==> config.mk <==
export PLATFORM = sky130hd
export DESIGN_NAME = gsb_scale
export DESIGN_NICKNAME = d
export VERILOG_FILES = /design/src/rtl/gsb_pkg.sv /design/src/rtl/gsb_scale.sv
export SDC_FILE = /design/constraint.sdc
export NUM_CORES = 1
export LEC_CHECK = 0
export ABC_CLOCK_PERIOD_IN_PS = 9000
export BUFFER_PORTS_ARGS = -buffer_cell sky130_fd_sc_hd__buf_2
export CAP_MARGIN = 0
export CORE_ASPECT_RATIO = 1.2
export CORE_UTILIZATION = 35
export CTS_CLUSTER_DIAMETER = 100
export CTS_CLUSTER_SIZE = 30
export DETAILED_ROUTE_END_ITERATION = 6
export PLACE_DENSITY_LB_ADDON = 0.15
export SLEW_MARGIN = 20
export SYNTH_ARGS = -nofsm -noshare
export SYNTH_HDL_FRONTEND = slang
export SYNTH_SLANG_ARGS = --single-unit
==> constraint.sdc <==
create_clock -name i_clk -period 9 [get_ports i_clk]
set_clock_uncertainty 0.05 [all_clocks]
set_input_delay 1.8 -clock i_clk [delete_from_list [all_inputs] [get_ports i_clk]]
set_output_delay 1.8 -clock i_clk [all_outputs]
set_load 0.005 [all_outputs]
==> src/rtl/gsb_pkg.sv <==
// ============================================================================
// gsb_pkg : shared types and constants of the 3D Gram-Schmidt basis block
// Item types, fixed-point widths, pipeline depths and the Q30 rounding helper.
// ============================================================================
`default_nettype none

package gsb_pkg;

    // input component width, two's complement
    localparam int GS_IN_W   = 32;
    // unit vector component width, Q1.30
    localparam int U_W       = 32;
    localparam int FRAC      = 30;
    // block-scaled vector: magnitude in [2^29, 2^30), signed form one bit wider
    localparam int TM_W      = 30;
    localparam int T_W       = TM_W + 1;
    localparam int MSB_POS   = TM_W - 1;
    // rest vector after projection removal
    localparam int R_W       = 34;
    // projection coefficient
    localparam int P_W       = 33;
    // root and quotient widths
    localparam int L_W       = 31;
    localparam int Q_W       = 31;

    // pipeline depths
    localparam int SCALE_LAT = 3;
    localparam int NORM_LAT  = SCALE_LAT + 2 + L_W + 1 + Q_W + 1;
    localparam int PROJ_LAT  = 4;
    localparam int GS_LAT    = 3 * NORM_LAT + 2 * (SCALE_LAT + PROJ_LAT);

    typedef struct packed {
        logic signed [GS_IN_W-1:0] a_x;
        logic signed [GS_IN_W-1:0] a_y;
        logic signed [GS_IN_W-1:0] a_z;
        logic signed [GS_IN_W-1:0] b_x;
        logic signed [GS_IN_W-1:0] b_y;
        logic signed [GS_IN_W-1:0] b_z;
        logic signed [GS_IN_W-1:0] c_x;
        logic signed [GS_IN_W-1:0] c_y;
        logic signed [GS_IN_W-1:0] c_z;
    } t_gs_in;

    typedef struct packed {
        logic signed [U_W-1:0] u_x;
        logic signed [U_W-1:0] u_y;
        logic signed [U_W-1:0] u_z;
        logic signed [U_W-1:0] v_x;
        logic signed [U_W-1:0] v_y;
        logic signed [U_W-1:0] v_z;
        logic signed [U_W-1:0] w_x;
        logic signed [U_W-1:0] w_y;
        logic signed [U_W-1:0] w_z;
        logic                  degenerate;
    } t_gs_out;

    // x / 2^30, rounded to nearest, ties away from zero
    function automatic logic signed [63:0] rnd30(input logic signed [63:0] x);
        logic [63:0] m;
        m = x[63] ? 64'(-x) : 64'(x);
        m = (m + (64'd1 << (FRAC - 1))) >> FRAC;
        return x[63] ? -$signed(m) : $signed(m);
    endfunction

endpackage

`default_nettype wire

==> src/rtl/gsb_scale.sv <==
// ============================================================================
// gsb_scale : block scaling of a 3D vector
// Shifts all three components by one power of two so that the largest
// magnitude lands in [2^29, 2^30). Right shifts truncate the magnitude.
// ============================================================================
`default_nettype none

module gsb_scale import gsb_pkg::*; #(
    parameter int VW = 32,
    parameter int SW = 1
) (
    input  logic                 i_clk,
    input  logic                 i_rst_n,
    input  logic                 i_valid,
    input  logic [VW-1:0]        i_v [3],
    input  logic [SW-1:0]        i_side,
    output logic                 o_valid,
    output logic signed [T_W-1:0] o_t [3],
    output logic                 o_zero,
    output logic [SW-1:0]        o_side
);

    localparam int PW = $clog2(VW);

    logic [VW-1:0]  r1_mag [3];
    logic [2:0]     r1_neg;
    logic [SW-1:0]  r1_side;
    logic           r1_valid;

    logic [VW-1:0]  r2_mag [3];
    logic [2:0]     r2_neg;
    logic [PW-1:0]  r2_pos;
    logic           r2_zero;
    logic [SW-1:0]  r2_side;
    logic           r2_valid;

    logic [VW-1:0]  n_or;
    logic [PW-1:0]  n_pos;
    logic signed [T_W-1:0] n_t [3];

    logic           r3_valid;

    // stage 1: magnitudes and signs
    always_ff @(posedge i_clk) begin
        for (int i = 0; i < 3; i++) begin
            r1_mag[i] <= i_v[i][VW-1] ? -i_v[i] : i_v[i];
            r1_neg[i] <= i_v[i][VW-1];
        end
        r1_side <= i_side;
    end

    // stage 2: leading one of the OR of magnitudes equals that of the maximum
    always_comb begin
        n_or  = r1_mag[0] | r1_mag[1] | r1_mag[2];
        n_pos = '0;
        for (int j = 0; j < VW; j++) begin
            if (n_or[j]) begin
                n_pos = PW'(j);
            end
        end
    end

    always_ff @(posedge i_clk) begin
        r2_mag  <= r1_mag;
        r2_neg  <= r1_neg;
        r2_pos  <= n_pos;
        r2_zero <= (n_or == '0);
        r2_side <= r1_side;
    end

    // stage 3: common shift, sign put back
    always_comb begin
        logic [VW-1:0]   sh;
        logic [TM_W-1:0] m;
        logic [T_W-1:0]  ext;
        for (int i = 0; i < 3; i++) begin
            if (r2_pos >= PW'(MSB_POS)) begin
                sh = r2_mag[i] >> (r2_pos - PW'(MSB_POS));
                m  = sh[TM_W-1:0];
            end else begin
                sh = '0;
                m  = r2_mag[i][TM_W-1:0] << (PW'(MSB_POS) - r2_pos);
            end
            ext    = {1'b0, m};
            n_t[i] = r2_neg[i] ? -$signed(ext) : $signed(ext);
        end
    end

    always_ff @(posedge i_clk) begin
        o_t    <= n_t;
        o_zero <= r2_zero;
        o_side <= r2_side;
    end

    // valid chain
    always_ff @(posedge i_clk) begin
        if (!i_rst_n) begin
            r1_valid <= 1'b0;
            r2_valid <= 1'b0;
            r3_valid <= 1'b0;
        end else begin
            r1_valid <= i_valid;
            r2_valid <= r1_valid;
            r3_valid <= r2_valid;
        end
    end

    assign o_valid = r3_valid;

endmodule

`default_nettype wire

==> results of run 1 <==
## logic make-up after synthesis
| family | count (synthesis) |
|---|---|
| simple gates | 623 |
| compound gates | 490 |
| mux | 423 |
| flops | 304 |
| buf+inv | 224 |
| xor+xnor | 182 |
| fa+ha+maj | 10 |
## cells in the mapped netlist, types with 16 or more instances
master	instances	share of area, %
dfxtp_1	304	28
and2_1	16	0.45
xor2_1	37	1.5
nor3_1	61	1.4
mux2_2	69	3.5
or4_1	23	0.78
buf_2	46	1.0
o211ai_1	22	0.75
buf_4	34	1.2
mux2i_1	188	8.5
buf_6	19	0.97
nor4_1	16	0.45
o31ai_1	50	1.7
mux4_2	160	16
inv_1	29	0.49
o22ai_1	42	1.2
nor2_1	84	1.4
nand2_1	215	3.7
nand3_1	62	1.4
o41ai_1	29	1.1
o21ai_0	96	2.2
a211oi_1	20	0.68
clkbuf_1	79	1.3
xnor2_1	142	5.6
and3_1	21	0.59
a31oi_1	20	0.57
a21oi_1	65	1.5
nand2b_1	21	0.59
or3_1	35	0.99
## worst paths after layout
kind / cells past startpoint / end / slack, ps / from
worst max-delay path: 12 / o_t[30] / 2830 / r2_pos[1]
worst min-delay path: 0 / o_side / 290 / r2_side
worst max register to register: 12 / o_t[30] / 2830 / r2_pos[1]
worst min register to register: 0 / o_side / 290 / r2_side
## stage by stage
stage / area (um2) / hold WS (ps) / setup slack, ps / instances / power, mW
2_1_floorplan: 22100 / 260 / 3670 / 2256 / 3.00
3_3_place_gp: 23500 / 263 / 3050 / 3111 / 3.70
3_5_place_dp: 23500 / 262 / 2890 / 3111 / 3.70
4_1_cts: 24000 / 287 / 2870 / 3134 / 4.51
5_1_grt: 24000 / 301 / 2350 / 3135 / 4.73
6_report: 24000 / 286 / 2830 / 3135 / 4.51
## worst reg2reg max path, delay by kind of cell (launching register included)
family	cells	cell delay (ps)
and+or+nand+nor	5	2090
adders and majority gates	1	1030
buffers and inverters	2	1010
muxes	2	850
DFF	1	740
AOI/OAI and AO/OA	2	310
## routing by layer
| layer | GRT usage (%) | routed length, um |
|---|---|---|
| met1 | 36.2 | 36800 |
| met2 | 42.4 | 40200 |
| met3 | 4.88 | 7590 |
| met4 | 13.3 | 4990 |
| met5 | 0 | 0 |
## area by class of cell
cell class	instances	area share, %
multi-input combinational	1728	62.5
inverter	31	0.485
timing repair buffer	232	5.33
antenna	1	0.0104
clock buffer	17	1.64
clock inverter	6	0.381
sequential	304	25.4
tap	816	4.26
## power breakdown
part | switching, mW | total (mW) | leakage [nW] | internal, mW
combinational | 1.05 | 1.87 | 6.53 | 0.819
clock | 0.444 | 0.802 | 0.233 | 0.358
sequential | 0.254 | 1.84 | 2.56 | 1.58
total | 1.75 | 4.51 | 9.32 | 2.76
## registers in the layout, indices dropped and copies added, names as in the netlist, 3 cells and up
name    flops
r1_mag     96
r2_mag     96
o_t        93
r2_pos      5
r1_neg      3
r2_neg      3
==> summary by stage, run 1 <==
Outcome
The run finished, with violations left. The checks that failed: DRC.

Logic synthesis
The fraction of the mapped netlist area in simple logic gates is 14.3%. By area, the combinational part of the netlist is dominated by multiplexers. The adder-cell area share of the yosys netlist is 0.567%.

Synthesis produced approximately 2300 cells. The mean post-synth cell area is 9.79 um2. The area of the mapped netlist is 0.0221 mm2. The synthesized-area fraction occupied by xor and xnor cells is 7.37%. The post-synth net total is around 2400.

The fraction of synthesis flops using an asynchronous set or reset pin is 0%. The number of different library cells used by synthesis comes to a little under 90. In the synthesized netlist the dominant register cell turns out to be dfxtp_1.

After synthesis the netlist holds a flip-flop and latch count of between 300 and 400. The sequential share of the synthesized area is between 20 and 30%. The number of enable-type register cells in the synthesized netlist is 0.

The number of warning messages in the yosys log is 0. The multiplexer share of the synthesized area is 29.1%. The compound-cell area share of the yosys netlist is 15.9%.

Clock network
At the later pin of the worst-skew pair, clock insertion delay measures approximately 540 ps. The maximum count of clock buffers along a single path is 3. The CTS buffer count is 15.

The number of buffers inserted by post-CTS setup repair is 0. The post-CTS clock slew at the launch and capture registers of the worst setup and hold paths is 100 ps. The post-cts sizing count is 0. TritonCTS built the clock tree. The cell sitting at the root of the clock tree is a clkbuf_16. The quantity of hold-fixing buffers added after cts is 0. CTS built an H-tree with a depth of 1.

The number of sinks handled by clock tree synthesis is 304.

GRT
The initial antenna violation count is 1. The first-pass GRT wire length is 131000 um. The number of global-route vias before repair is 18801.

The total track usage is 27.3%. The pin count of the biggest net entering global routing is 74. Global routing finished with a remaining overflow of 0.

Floorplan
The core region is 0.0622 mm2. Measured along the y axis, the die boundary spans roughly 280 um. The starting density of the core is 35.5%. The die is 231 um wide. The number of I/O pins is 196.

The number of placement rows is 100. The floorplan die area is roughly 0.064 mm2.

Setup path
The critical path is of the flip-flop to flip-flop type. The kind of cell adding the most delay to the critical path is simple AND/OR/NAND/NOR gates. The combined buffer and inverter count along the critical path is 2. Data on the critical path is required at its endpoint by around 9400 ps. The slowest cell on the critical path is ha_4. The worst setup path is captured at a flip-flop. For this run, the slowest stage of the critical path takes 1020 ps. The worst setup path is launched from a flip-flop. The arrival time at the worst endpoint is about 6600 ps. The most numerous cell type found on the critical path is nand3_1. Traced cell by cell, the critical path runs through clkinv_1, ha_4, buf_12, mux4_2, mux2i_1, o32ai_1, nor3_1, nand3_1, nor3_2, nand3_1, or4_1, o21a_1. Of all nets on the critical path, the largest fanout is 73.

STA
The max-slew violation count is 0. The top achievable clock speed is 162 MHz. The clock period minus final worst setup slack is 6170 ps. The final-report hold violation count is 0. The worst path uses 68.5% of the clock period. Setup repair after global routing left no endpoint under its margin. Setup violations remaining at the end of the flow were counted as 0. For the pin with the worst max-slew slack, the measured transition is 1130 ps. In this run the tightest slew margin relative to its limit is about a quarter. For the final routed database, the setup TNS stands at 0 ps.

Routing
Detailed routing inserted a total of 19654 vias. Summed over all layers, the routed wires come to about 90000 um. The pre-antenna-repair detailed-routing pass consisted of 7 iterations. The remaining number of nets flagged by the antenna check after routing is 0. In the routed design, unresolved DRC markers number 1. The via-per-instance ratio is roughly 6.3. The DRC marker count from the first detailed-route iteration is about 2300.

In the final routed layout, each cell accounts on average for 28.6 um.

Finish
The fraction of the core area covered by cells at the end of the flow is 38.5%. In the layout the commonest cells are dfxtp_1 (302), nand2_1 (215), buf_2 (195), mux2i_1 (188), mux4_2 (160). The multi-input combinational cells in the finished layout cover a total of ~0.015 mm2. The sequential cells in the finished layout cover a total of ~0.0061 mm2. The most common cell after layout, fill and taps aside is dfxtp_1. The post-route netlist has 23.3% of its cells at a drive strength greater than 1. The final layout contains 2422 nets. The filler cells instantiated in the layout total ~6300. The area growth from synthesis to layout is 8.53%.

Place
At the end of routability-driven placement, the weighted congestion stood at 0.991. In this run the tool buffered the top-level ports with 195 buffer cells. The final HPWL from detailed placement is between 70000 and 80000 um.

Pwr
The static leakage is 9.32 nW. Dividing total power by cell area gives a power density of 188 mW/mm2. The largest voltage drop on the vdd net is between 100 and 150 uV.

Min path
The worst min-delay path class is flip-flop to flip-flop.

Run
Max-cap violations in this run came to 0.
(Power assumes the default switching activity.)
==> inputs of run 2 (changes only) <==
- ABC_AREA: default -> 1
- ABC_CLOCK_PERIOD_IN_PS: 9000 -> 5100
- clock period: 9 -> 5.1 ns (I/O delays scaled with it)
==> run 2 against run 1 <==
The run now ends clean. Critical path depth grew 9. Sequential share of layout area grew 2.9 points. Worst hold slack is essentially flat. Clock power grew 63%. Fmax grew 41%. Final cell count grew 24%. Core utilization grew 0.47 points. Via count grew 4.2%. Non-clock buffer count grew 13. Largest power group unchanged. Die area shrank 11%. Worst setup slack lost 2100 ps. Combinational power grew 82%.
==> summary by stage, run 2 <==
Outcome
The run finished with clean final reports.

Min path
The endpoint of the worst hold-timing path is r2_neg[2]. The path class of the tightest hold or removal check is flip-flop to flip-flop. Along the worst hold path, the cell count comes to 0. The startpoint of the lowest-slack hold path is r1_neg[2].

Clock network
Clock-pin slew was measured on the worst setup and hold paths at roughly 110 ps. The maximum count of clock buffers along a single path is 3. In this run, post-CTS repair resized a total of 0 instances.

Hold repair after CTS inserted 0 buffers. The tree is rooted in a clkbuf_16. In this run the number of H-tree levels came out at 1. The number of sinks handled by clock tree synthesis is between 300 and 400. At the later pin of the worst-skew pair, clock insertion delay measures approximately 530 ps. The number of clock buffers added by TritonCTS is 14. The number of buffers inserted by post-CTS setup repair is 0. The clock tree from TritonCTS is yes.

Logic synthesis
The synthesized-area fraction occupied by xor and xnor cells is 7.69%. Yosys attributes the largest share of cell area to dfxtp_1 (31%), nand2_1 (16%), nor2_1 (8.1%). Sequential elements use 31.1% of the synthesized area.

The Yosys step of the flow raised 0 warnings. The average instance in the mapped netlist occupies 6.34 um2. The multiplexer share of the synthesized area is 0.461%. In the synthesized netlist, the cells that appear most often are nand2_1 (821), nor2_1 (423), dfxtp_1 (304).

Counting flops with a built-in enable in the synthesized netlist gives 0. The adder-cell area share of the yosys netlist is 0.640%. The flip-flop and latch count after synthesis is slightly above 300.

By instance count, the leading cell after synthesis is nand2_1. The area share of the largest cell type after synthesis is 31.1%. The synthesized netlist devotes 30.3% of its cell area to simple gates. The mapped netlist covers 0.0196 mm2. Summing the areas of all compound-gate instances in the mapped netlist gives 21.0% of the synthesized area.

The dominant cell type by area after synthesis is dfxtp_1. After synthesis, the largest family of logic cells by area is simple AND/OR/NAND/NOR gates. Yosys mapped the design onto 64 distinct sky130hd cell types. The most used flip-flop cell after synthesis is dfxtp_1. Counting flops with an async set or reset pin after synthesis yields a share of 0%. The number of nets handed over by synthesis was around 3200. Synthesis produced between 3000 and 4000 cells.

Setup path
The slack of the worst reg-to-reg path is 730 ps. Walking the worst path, the cells encountered are inv_2, ha_2, inv_2, buf_4, o21ai_1, mux2i_1, nand2_1, o21ai_1, nor2_1, a31oi_1, o22ai_1, inv_1, ha_1, nand2_1, nor2_2, nand4_1, nor2_1, nand2_1, nand2_1, nand2_1, xnor2_1. The most numerous cell type found on the critical path is nand2_1. Of all nets on the critical path, the largest fanout is 39. The kind of cell adding the most delay to the critical path is simple AND/OR/NAND/NOR gates. The slowest cell on the critical path is dfxtp_2. The worst register-to-register path begins at r2_pos[1].

The largest stage delay on the critical path is 690 ps. The worst setup path is launched from a flip-flop. The type of the setup path with the least slack is flip-flop to flip-flop.

The depth of the worst register-to-register path is 21. Data on the critical path is required at its endpoint by 5450 ps. The destination of the worst register-to-register timing path is o_t[86].

The kind of end point of the critical path is a flip-flop. The combined buffer and inverter count along the critical path is 4. At the worst endpoint, the arrival time is 4720 ps.

Routing
The detail route stage leaves a number of antenna-violating nets equal to 0. The met3 wirelength from detailed routing is 4440 um. The DRC marker count from the first detailed-route iteration is 1923. The average wire length per cell after detail routing is around 20 um.

For this run, design rule violations remaining after detail routing come to 0. Wire segments on met2 add up to between 30000 and 40000 um in the final route. The number of detailed-routing iterations run before antenna repair is 6. Using the TritonRoute via totals, the vias-per-cell ratio works out to 5.27. The highest metal layer used by the detailed router is met4.

After detailed routing, the total wire length is 78100 um. For this block, the via count after detailed routing is ~20000. The detailed router put a total of between 30000 and 40000 um of wire on met1.

Floorplan
The starting density of the core is a little over a third. The number of placement rows is 94. The number of I/O pins is a little under 200. The core footprint is 0.0550 mm2. The die covers 0.0568 mm2. Measured along the y axis, the die boundary spans 261 um. The die is 218 um wide.

STA
Dividing the final minimum period by the clock period gives a little under nine tenths. The final-report hold violation count was 0. The max-slew violation count is 0. The slew of the pin with the lowest slew margin is about 1000 ps.

The setup TNS after final layout is 0 ps. Measured against its own limit, the worst slew margin works out to 29.6%. Setup repair after global routing left no endpoint under its margin. The number of endpoints failing setup at the final stage is 0. The top achievable clock speed is 229 MHz.

The worst setup slack after layout is 733 ps. Counting I/O delays and the setup requirement, the final critical path takes roughly 4400 ps.

GRT
The number of global-route vias before repair is between 15000 and 20000. The first global-routing pass estimated 116000 um of wire. Entering global routing, the biggest net connects 99 pins. The initial antenna violation count came to 0. The total track usage is between 20% and 30%. The overflow left after global routing is 0.

Pwr
The overall power after layout is 7.79 mW. The worst-case IR drop observed on VDD is 336 uV. Summed over all cells, the static leakage comes to 9.63 nW.

The power density over the cells is 363 mW/mm2.

Finish
Cells with a size suffix above 1 make up 10.8% of the layout. The layout-stage area growth over the synthesis result is 9.80%. After the flow finishes, the layout carries non-filler instances totaling 3887.

Leaving out fill and tap cells, the most frequent cell in the layout is nand2_1. The final layout contains 3273 nets. The filler cells instantiated in the layout total 6074.

In the final layout, the multi-input gates occupy 0.0118 mm2. The largest registers in the layout are r1_mag (96), r2_mag (96), o_t (93). The combined flip-flop and latch cell area is 0.00609 mm2.

Leaving out fill and tap cells, the most frequent cells in the layout are nand2_1 (821), nor2_1 (423), dfxtp_1 (302), o21ai_0 (231), o21ai_1 (207). The antenna diode instance count is 0. The fraction of the core area covered by cells at the end of the flow is 39.0%.

Place
The number of buffer cells added on primary ports is between 150 and 200. Prior to clock tree synthesis, the placed netlist has a worst setup slack of 826 ps. The placer's final routability congestion estimate is 0.946. The cell count after placement is roughly 3900. The final HPWL from detailed placement is 64500 um.

Run
The number of violations of the max-capacitance limit is 0.
==> run 2: cell count changes in the layout (fill, tap and decap cells not counted), sizes merged, moves of 36 or more <==
cell	change
nand2	+609
nor2	+350
o21ai	+349
inv	+188
mux2i	-179
mux4	-166
xnor2	-98
xor2	+86
mux2	-69
o31ai	-36
o41ai	-36
==> run 2: worst max-delay path by stage <==
stage,start,end,depth (start not counted)
floorplan,r2_pos[1],o_t[28],28
global placement,r2_pos[1],o_t[28],21
detailed placement,r2_pos[1],o_t[28],21
CTS,r2_pos[1],o_t[28],21
global route,r2_pos[1],o_t[86],21
finish,r2_pos[1],o_t[86],21
==> run 2: worst reg2reg max path: cells and delay by family, from the launching register on <==
family / cells / cell delay [ps]
AOI/OAI and AO/OA: 4 / 580
xor gates and xnor gates: 1 / 120
adders and majority gates: 2 / 480
buffers and inverters: 4 / 1060
DFF: 1 / 690
muxes: 1 / 200
and+or+nand+nor: 9 / 1040
==> run 2: logic make-up (layout without fill, tap and decap cells) <==
group                    count (synthesis)  count (layout)
AO/OA/AOI/OAI                          717             717
XOR/XNOR                               170             170
adder cells (fa/ha/maj)                 10              10
buffers and inverters                  402             485
flip-flops                             304             304
multiplexers                             9               9
AND/OR/NAND/NOR                       1472            1472
==> run 2: cell type report <==
| class | count | area share, % |
|---|---|---|
| tap | 720 | 4.19 |
| multi-input combinational | 2378 | 55.0 |
| timing repair buffer | 245 | 6.70 |
| clock inverter | 3 | 0.140 |
| inverter | 220 | 3.85 |
| clock buffer | 17 | 1.78 |
| sequential | 304 | 28.4 |
==> run 2: power breakdown <==
group          leakage [nW]  internal [mW]  total (mW)  switching [mW]
registers              2.56           2.84        3.08           0.242
logic                  6.86           1.13        3.40            2.27
clock network         0.203          0.551        1.31           0.758
total                  9.63           4.52        7.79            3.27
==> run 2: per-stage QoR <==
step	instance area, um2	hold slack [ps]
2_1_floorplan	19600	260
3_3_place_gp	21100	260
3_5_place_dp	21100	262
4_1_cts	21500	286
5_1_grt	21500	292
6_report	21500	286
==> run 2: layer usage <==
layer  track usage (%)  vias to the layer above
li1                  -                    10184
met1              37.4                     9473
met2              44.2                      741
met3              2.20                       75
met4              6.06                        0
met5                 0                        -
